File: src/hdl/nla_ram.sv
`timescale 1ns / 1ps
// ----------------------------------------------------------------------------
// nla_ram
// Generic single-clock RAM: one write port, one read port, registered read.
// ----------------------------------------------------------------------------
module nla_ram #(
  parameter int WIDTH = 8,
  parameter int DEPTH = 16,
  parameter int ADDR_W = (DEPTH > 1) ? $clog2(DEPTH) : 1
) (
  input  logic              clk_i,
  input  logic              we_i,
  input  logic [ADDR_W-1:0] waddr_i,
  input  logic [WIDTH-1:0]  wdata_i,
  input  logic              re_i,
  input  logic [ADDR_W-1:0] raddr_i,
  output logic [WIDTH-1:0]  rdata_o
);

  logic [WIDTH-1:0] mem [DEPTH];
  logic [WIDTH-1:0] rdata_q;

  // Write and registered read
  always_ff @(posedge clk_i) begin
    if (we_i) begin
      mem[waddr_i] <= wdata_i;
    end
    if (re_i) begin
      rdata_q <= mem[raddr_i];
    end
  end

  assign rdata_o = rdata_q;

endmodule

File: config.mk
export PLATFORM = sky130hd
export DESIGN_NAME = nla_ram
export DESIGN_NICKNAME = d
export VERILOG_FILES = /design/src/hdl/nla_ram.sv
export SDC_FILE = /design/constraint.sdc
export NUM_CORES = 1
export LEC_CHECK = 0
export ABC_AREA = 0
export BUFFER_PORTS_ARGS = -buffer_cell sky130_fd_sc_hd__buf_2
export CAP_MARGIN = 15
export CORE_ASPECT_RATIO = 1.5
export CORE_UTILIZATION = 38
export DETAILED_ROUTE_END_ITERATION = 8
export MAX_ROUTING_LAYER = met4
export PLACE_DENSITY_LB_ADDON = 0.05
export REMOVE_ABC_BUFFERS = 1
export SETUP_SLACK_MARGIN = 0.02
export SLEW_MARGIN = 20
export SYNTH_ARGS = -nofsm -noshare
export SYNTH_HDL_FRONTEND = slang
export SYNTH_SLANG_ARGS = --single-unit
File: constraint.sdc
create_clock -name clk_i -period 3.2 [get_ports clk_i]
set_input_delay 0.64 -clock clk_i [delete_from_list [all_inputs] [get_ports clk_i]]
set_output_delay 0.64 -clock clk_i [all_outputs]
set_load 0.05 [all_outputs]
# Word level (Yosys, flattened, before mapping)
# Memory sizes are Yosys's and may differ from the RTL's. A register that Yosys moved wholly into a read port is not among the register bits.
# Index checks and enable logic that the tools add are counted.
# op_classes
muxes	2
# op_table
op	count
$mux W1	2
# word_totals
ramBits	128
regBits	0
word_cells	3
n_memories	1
output_inout_bits	8
# mem_list
memory	words	word_bits	read_ports	rd_ports_with_merged_regs	wr	line	source
mem	16	8	1	1	1	20	logic [WIDTH-1:0] mem [DEPTH];

# Logic depth before layout (Yosys ltp)
# Gate-level depths: netlist of the first run.
# logic_depth
depth_word	2
ltp_mapped	5

# Worst setup path after synthesis of the first run
# Ideal clock, no wire load.
# synth_path
path_kind	input port to flip-flop
startpoint	input waddr_i[2]
endpoint	memory mem[0][0] (enable)
arrival_ps	1750
slack_ps	1067
path_stages	2
required_time_ps	2817
cell_sequence	or3b_2 -> nor3_1
# synth_lines
item	line	source
start, declared	13	input logic [ADDR_W-1:0] waddr_i,
end, declared	20	
# Straight into the memory's write port.

==> results.toml, run 1 <==
[outcome]
status = "finished with violations"
violations = "design-rule violations"

[routing]
num_vias = 2403
routed_wl_um = 10300
dr.first_iter.drc_count = 127
drcViolationCount = 10
wire_per_inst_um = 22.7
viasPerCell = 5.28
drt_first_pass_iters = 7
ant_nets = 0

[sta]
hold_viol_final = 0
setup_viol = 0
fin_crit_sh_pct = 57.1
fin_crit_ns = 1.83
holdWs_ns = 0.604
fmax_mhz = 547
finalMaxSlewViolations = 0
fin_worst_skew_ns = 0.00552
fin_setup_tns_ns = 0
worst_pin_slew_ns = 0.869
maxSlewHeadroom_pct = 41.9
rsz0062_at_grt = "no"

[clock_tree]
cts_sinks = 136
numCtsBuffers = 17
clk_pin_slew_ns = 0.06
postCtsSetupBuffers = 0
h-tree-depth = 4
post_cts_resized = 0
cts_hold_buf = 0
root_buffer = "clkbuf_16"
clock_latency_ns = 0.41
cts_buffer_depth = 2
cts_tree = "done"

[worst_hold_path]
min_to = "rdata_o[1]$_DFFE_PP_"
hold_depth = 1
hp-class = "input pin to flop"
hold_start = "re_i"

[setup_path]
crit_arrival_ns = 1.99
reg2reg_slack_ns = 1.73
setup.worst_path.end_class = "flop"
worstPathRequired_ns = 3.36
critPathKind = "input pin to flop"
rr_endpoint = "rdata_o[2]$_DFFE_PP_"
reg2reg_depth = 3
crit_start = "raddr_i[0]"
start_kind = "input pin"
reg2reg_from = "mem[1][2]$_DFFE_PP_"
cp_max_fo = 32

[synth]
synth_cells = 229
netlist_area_mm2 = 0.00523
postSynthAreaPerCell_um2 = 22.8
synth_seq_cells = 136
synth.distinct_cells = 18
yosys_warnings = 0
ys_seq_area_share_pct = 78.1

[job]
cap_violations = 0

[finish]
drive_gt1_share_pct = 31.1
antenna_cells = 0
nets = 299
final.fill_count = 1131
syn_to_final_growth_pct = 19.2
final_area_mm2 = 0.00623
fin_util_pct = 46.3
multi_input_area_mm2 = 0.00106
seqCellArea_mm2 = 0.00408

[grt]
antenna_found_initial = 0
grt_start_max_net_pins = 33
grt_pass1_wl_um = 15600
track_usage_pct = 16.2
overflow = 0
grt_pass1_vias = 2479

[floorplanning]
ios = 27
die_area_mm2 = 0.0142
core-area_mm2 = 0.0135
initial_utilization_pct = 38.8
die_x_um = 97.8
die_y_um = 146
fp-row-count = 52

[placed_design]
hpwlAfterDp_um = 6770
io_buffer_count = 26
routabilityCongestion = 0.730
placed_area_mm2 = 0.00562

[power_and_ir_drop]
power_density_mw_per_mm2 = 677
ir_drop_mv = 0.306
leakage_nw = 2.10
power_w = 0.00422
Yosys cell counts:
library cell,number,area (µm²)
edfxtp_1,136,4080
buf_4,1,7.51
and2_1,1,6.26
nor2_1,13,48.8
clkdlybuf4s25_2,3,30.0
or3b_2,1,8.76
nor2b_1,1,6.26
nand2_1,9,33.8
and2b_1,1,7.51
nand3b_1,2,15.0
mux4_2,18,405
a22oi_1,16,120
nand3_1,1,5.00
buf_6,3,33.8
mux4_1,14,368
nor3_1,4,20.0
nand2b_1,2,12.5
buf_2,3,15.0
where the power goes:
group / switching, W / internal, W / total, W
registers: 0.00000916 / 0.00201 / 0.00202
clock network: 0.000694 / 0.00129 / 0.00199
logic: 0.000135 / 0.0000772 / 0.000212
total: 0.000838 / 0.00338 / 0.00422
registers in the layout, summed over array words and instances, names as in the netlist:
| register | count |
|---|---|
| mem | 128 |
| rdata_o | 8 |
how the worst max path moves through the flow:
stage,cells after the start,slack (ns),to
2_1_floorplan,2,1.07,mem[0][0]$_DFFE_PP_
3_3_place_gp,5,0.93,rdata_o[4]$_DFFE_PP_
3_5_place_dp,5,0.93,rdata_o[1]$_DFFE_PP_
4_1_cts,5,1.37,rdata_o[1]$_DFFE_PP_
5_1_grt,5,1.33,rdata_o[2]$_DFFE_PP_
6_report,5,1.37,rdata_o[2]$_DFFE_PP_
worst max-delay path, stage by stage:
cell and delay (ns):
buf_2 0.10, buf_12 0.26, mux4_1 0.59, a22oi_1 0.27, nand2_1 0.09
placed cells by master (no fill, tap or decap):
| cell | netlist | routed |
|---|---|---|
| bufinv_16 | 0 | 4 |
| clkinv_2 | 0 | 5 |
| clkbuf_1 | 0 | 1 |
| buf_4 | 1 | 14 |
| mux4_2 | 18 | 18 |
| mux4_1 | 14 | 14 |
| edfxtp_1 | 136 | 136 |
| or3b_2 | 1 | 1 |
| nand2_1 | 9 | 9 |
| nor2_1 | 13 | 13 |
| nand3_1 | 1 | 1 |
| nand2b_1 | 2 | 2 |
| clkinv_4 | 0 | 2 |
| buf_12 | 0 | 2 |
| nand3b_1 | 2 | 2 |
| clkbuf_16 | 0 | 17 |
| and2_1 | 1 | 1 |
| clkinvlp_4 | 0 | 2 |
| buf_2 | 3 | 26 |
| nor3_1 | 4 | 4 |
| clkinv_1 | 0 | 1 |
| and2b_1 | 1 | 1 |
| nor2b_1 | 1 | 1 |
| a22oi_1 | 16 | 16 |
cells by family (layout without fill, tap and decap cells):
family	Yosys count	count (layout)	synth area share, %
AO/OA/AOI/OAI	16	16	2.30
buffers and inverters	10	74	1.65
flip-flops	136	136	78.1
multiplexers	32	32	14.8
AND/OR/NAND/NOR	35	35	3.14
through the flow:
stage          setup WS, ns  std cells
6_report               1.37        455
5_1_grt                1.33        455
4_1_cts                1.37        455
3_5_place_dp          0.934        423
3_3_place_gp          0.928        423
2_1_floorplan          1.07        219
per-layer routing:
layer	part of all wire [%]	wire (µm)	global-route usage (%)	up-vias
met4	1.2	127	6.59	0
met2	54	5520	26.6	54
met5	0	0	-	-
li1	-	-	-	1084
met3	3.3	343	3.94	11
met1	42	4330	19.3	1254
area by class of cell:
cell class	instances	share of cell area, %
Clock inverter	14	2.91
Multi-Input combinational cell	83	17.0
Tap cell	162	3.25
Sequential cell	136	65.6
Timing Repair Buffer	42	4.42
Clock buffer	18	6.89
Note: power is estimated with default switching activity, not from simulation.
==> run 2: changes to the inputs <==
Clock period 3.2 ns to 1.6 ns, I/O delays scaled along.
==> results.toml, run 2 (synthesis results as in run 1) <==
[outcome]
status = "finished with violations"
violations = "design-rule violations"

[routing]
drt_first_pass_iters = 6
ant_nets = 0
routed_wl_um = 10600
drcViolationCount = 10
num_vias = 2440
viasPerCell = 5.24
wire_per_inst_um = 22.8
dr.first_iter.drc_count = 138

[floorplanning]
ios = 27
initial_utilization_pct = 38.8
fp-row-count = 52
core-area_mm2 = 0.0135
die_x_um = 97.8
die_y_um = 146
die_area_mm2 = 0.0142

[finish]
largest_reg_flops = 128
drive_gt1_share_pct = 32.6
final_cell_mix = "edfxtp_1, buf_2, buf_4"
syn_to_final_growth_pct = 19.4
top_register = "mem"
fin_util_pct = 46.3
nets = 311
layout_commonest_cell = "edfxtp_1"
layoutNonFillerInstCount = 466
antenna_cells = 0

[setup_path]
critPathKind = "flop to flop"
crit_arrival_ns = 1.67
rr_endpoint = "rdata_o[2]$_DFFE_PP_"
cp_max_fo = 1
reg2reg_depth = 3
start_kind = "flop"
worstPathRequired_ns = 1.75
reg2reg_slack_ns = 0.07
reg2reg_from = "mem[10][2]$_DFFE_PP_"
setup.worst_path.end_class = "flop"

[clock_tree]
cts_buffer_depth = 2
h-tree-depth = 4
clk_pin_slew_ns = 0.06
cts_tree = "done"
numCtsBuffers = 17
root_buffer = "clkbuf_16"
clock_latency_ns = 0.40
post_cts_resized = 0
cts_hold_buf = 0
cts_sinks = 136
postCtsSetupBuffers = 0

[power_and_ir_drop]
ir_drop_mv = 0.597
p_sw_share_pct = 20.8
internal_power_w = 0.00627
power_density_mw_per_mm2 = 1270
leakage_nw = 2.12
switchingPower_w = 0.00165
combPwrFrac_pct = 5.6
clockPowerShare_pct = 43.4
seq_power_share_pct = 51.0

[sta]
worst_slack_ns = 0.0749
maxSlewHeadroom_pct = 44.3
hold_viol_final = 0
fin_worst_skew_ns = 0.00532
fin_setup_tns_ns = 0
fin_crit_sh_pct = 95.3
finalMaxSlewViolations = 0
holdWs_ns = 0.298
setup_viol = 0
worst_pin_slew_ns = 0.833
fin_crit_ns = 1.53
fmax_mhz = 656
rsz0062_at_grt = "no"

[placed_design]
pre_cts_ws_ns = -0.301
dp.cells = 435
routabilityCongestion = 0.692
hpwlAfterDp_um = 7200
io_buffer_count = 26

[grt]
antenna_found_initial = 0
grt_start_max_net_pins = 25
grt_pass1_vias = 2662
grt_pass1_wl_um = 16300
overflow = 0
track_usage_pct = 17.0

[worst_hold_path]
hold_start = "re_i"
hold_depth = 1
hp-class = "input pin to flop"
min_to = "rdata_o[0]$_DFFE_PP_"

[job]
cap_violations = 0
run 2: critical path, cell delays in order, from the launching register on:
cell      delay (ns)
edfxtp_1        0.36
mux4_1          0.50
a22oi_1         0.32
nand2_1         0.08
run 2: worst max path at each step:
stage / startpoint / endpoint / slack (ns)
3_3_place_gp: raddr_i[0] / rdata_o[2]$_DFFE_PP_ / -0.31
6_report: mem[10][2]$_DFFE_PP_ / rdata_o[2]$_DFFE_PP_ / 0.07
2_1_floorplan: waddr_i[2] / mem[0][0]$_DFFE_PP_ / -0.21
3_5_place_dp: raddr_i[0] / rdata_o[2]$_DFFE_PP_ / -0.30
4_1_cts: mem[10][2]$_DFFE_PP_ / rdata_o[2]$_DFFE_PP_ / 0.08
5_1_grt: mem[9][2]$_DFFE_PP_ / rdata_o[2]$_DFFE_PP_ / 0.02
run 2: stage by stage:
| step | power [W] | area (µm²) |
|---|---|---|
| after floorplan | 0.00433 | 5140 |
| after global placement | 0.00456 | 5720 |
| after detailed placement | 0.00456 | 5720 |
| after CTS | 0.00798 | 6240 |
| after global routing | 0.00819 | 6240 |
| final | 0.00792 | 6240 |
run 2: metal layers:
metal	up-vias	wire, µm	global-route usage, %
met3	11	335	3.55
li1	1103	-	-
met4	0	148	6.14
met2	47	5530	27.6
met5	-	0	-
met1	1279	4600	21.0
run 2: area by class of cell:
type | instances | area, µm²
Clock inverter | 12 | 86.3
Timing Repair Buffer | 54 | 378
Fill cell | 1135 | 7230
Sequential cell | 136 | 4080
Multi-Input combinational cell | 83 | 1060
Tap cell | 162 | 203
Clock buffer | 19 | 433
run 2: power groups by stage:
stage | logic, W | registers [W] | clock network, W
after global routing | 0.000477 | 0.00404 | 0.00367
after detailed placement | 0.000451 | 0.00411 | 0
after global placement | 0.000447 | 0.00411 | 0
after CTS | 0.000452 | 0.00404 | 0.00349
after floorplan | 0.000160 | 0.00417 | 0
final | 0.000441 | 0.00404 | 0.00344
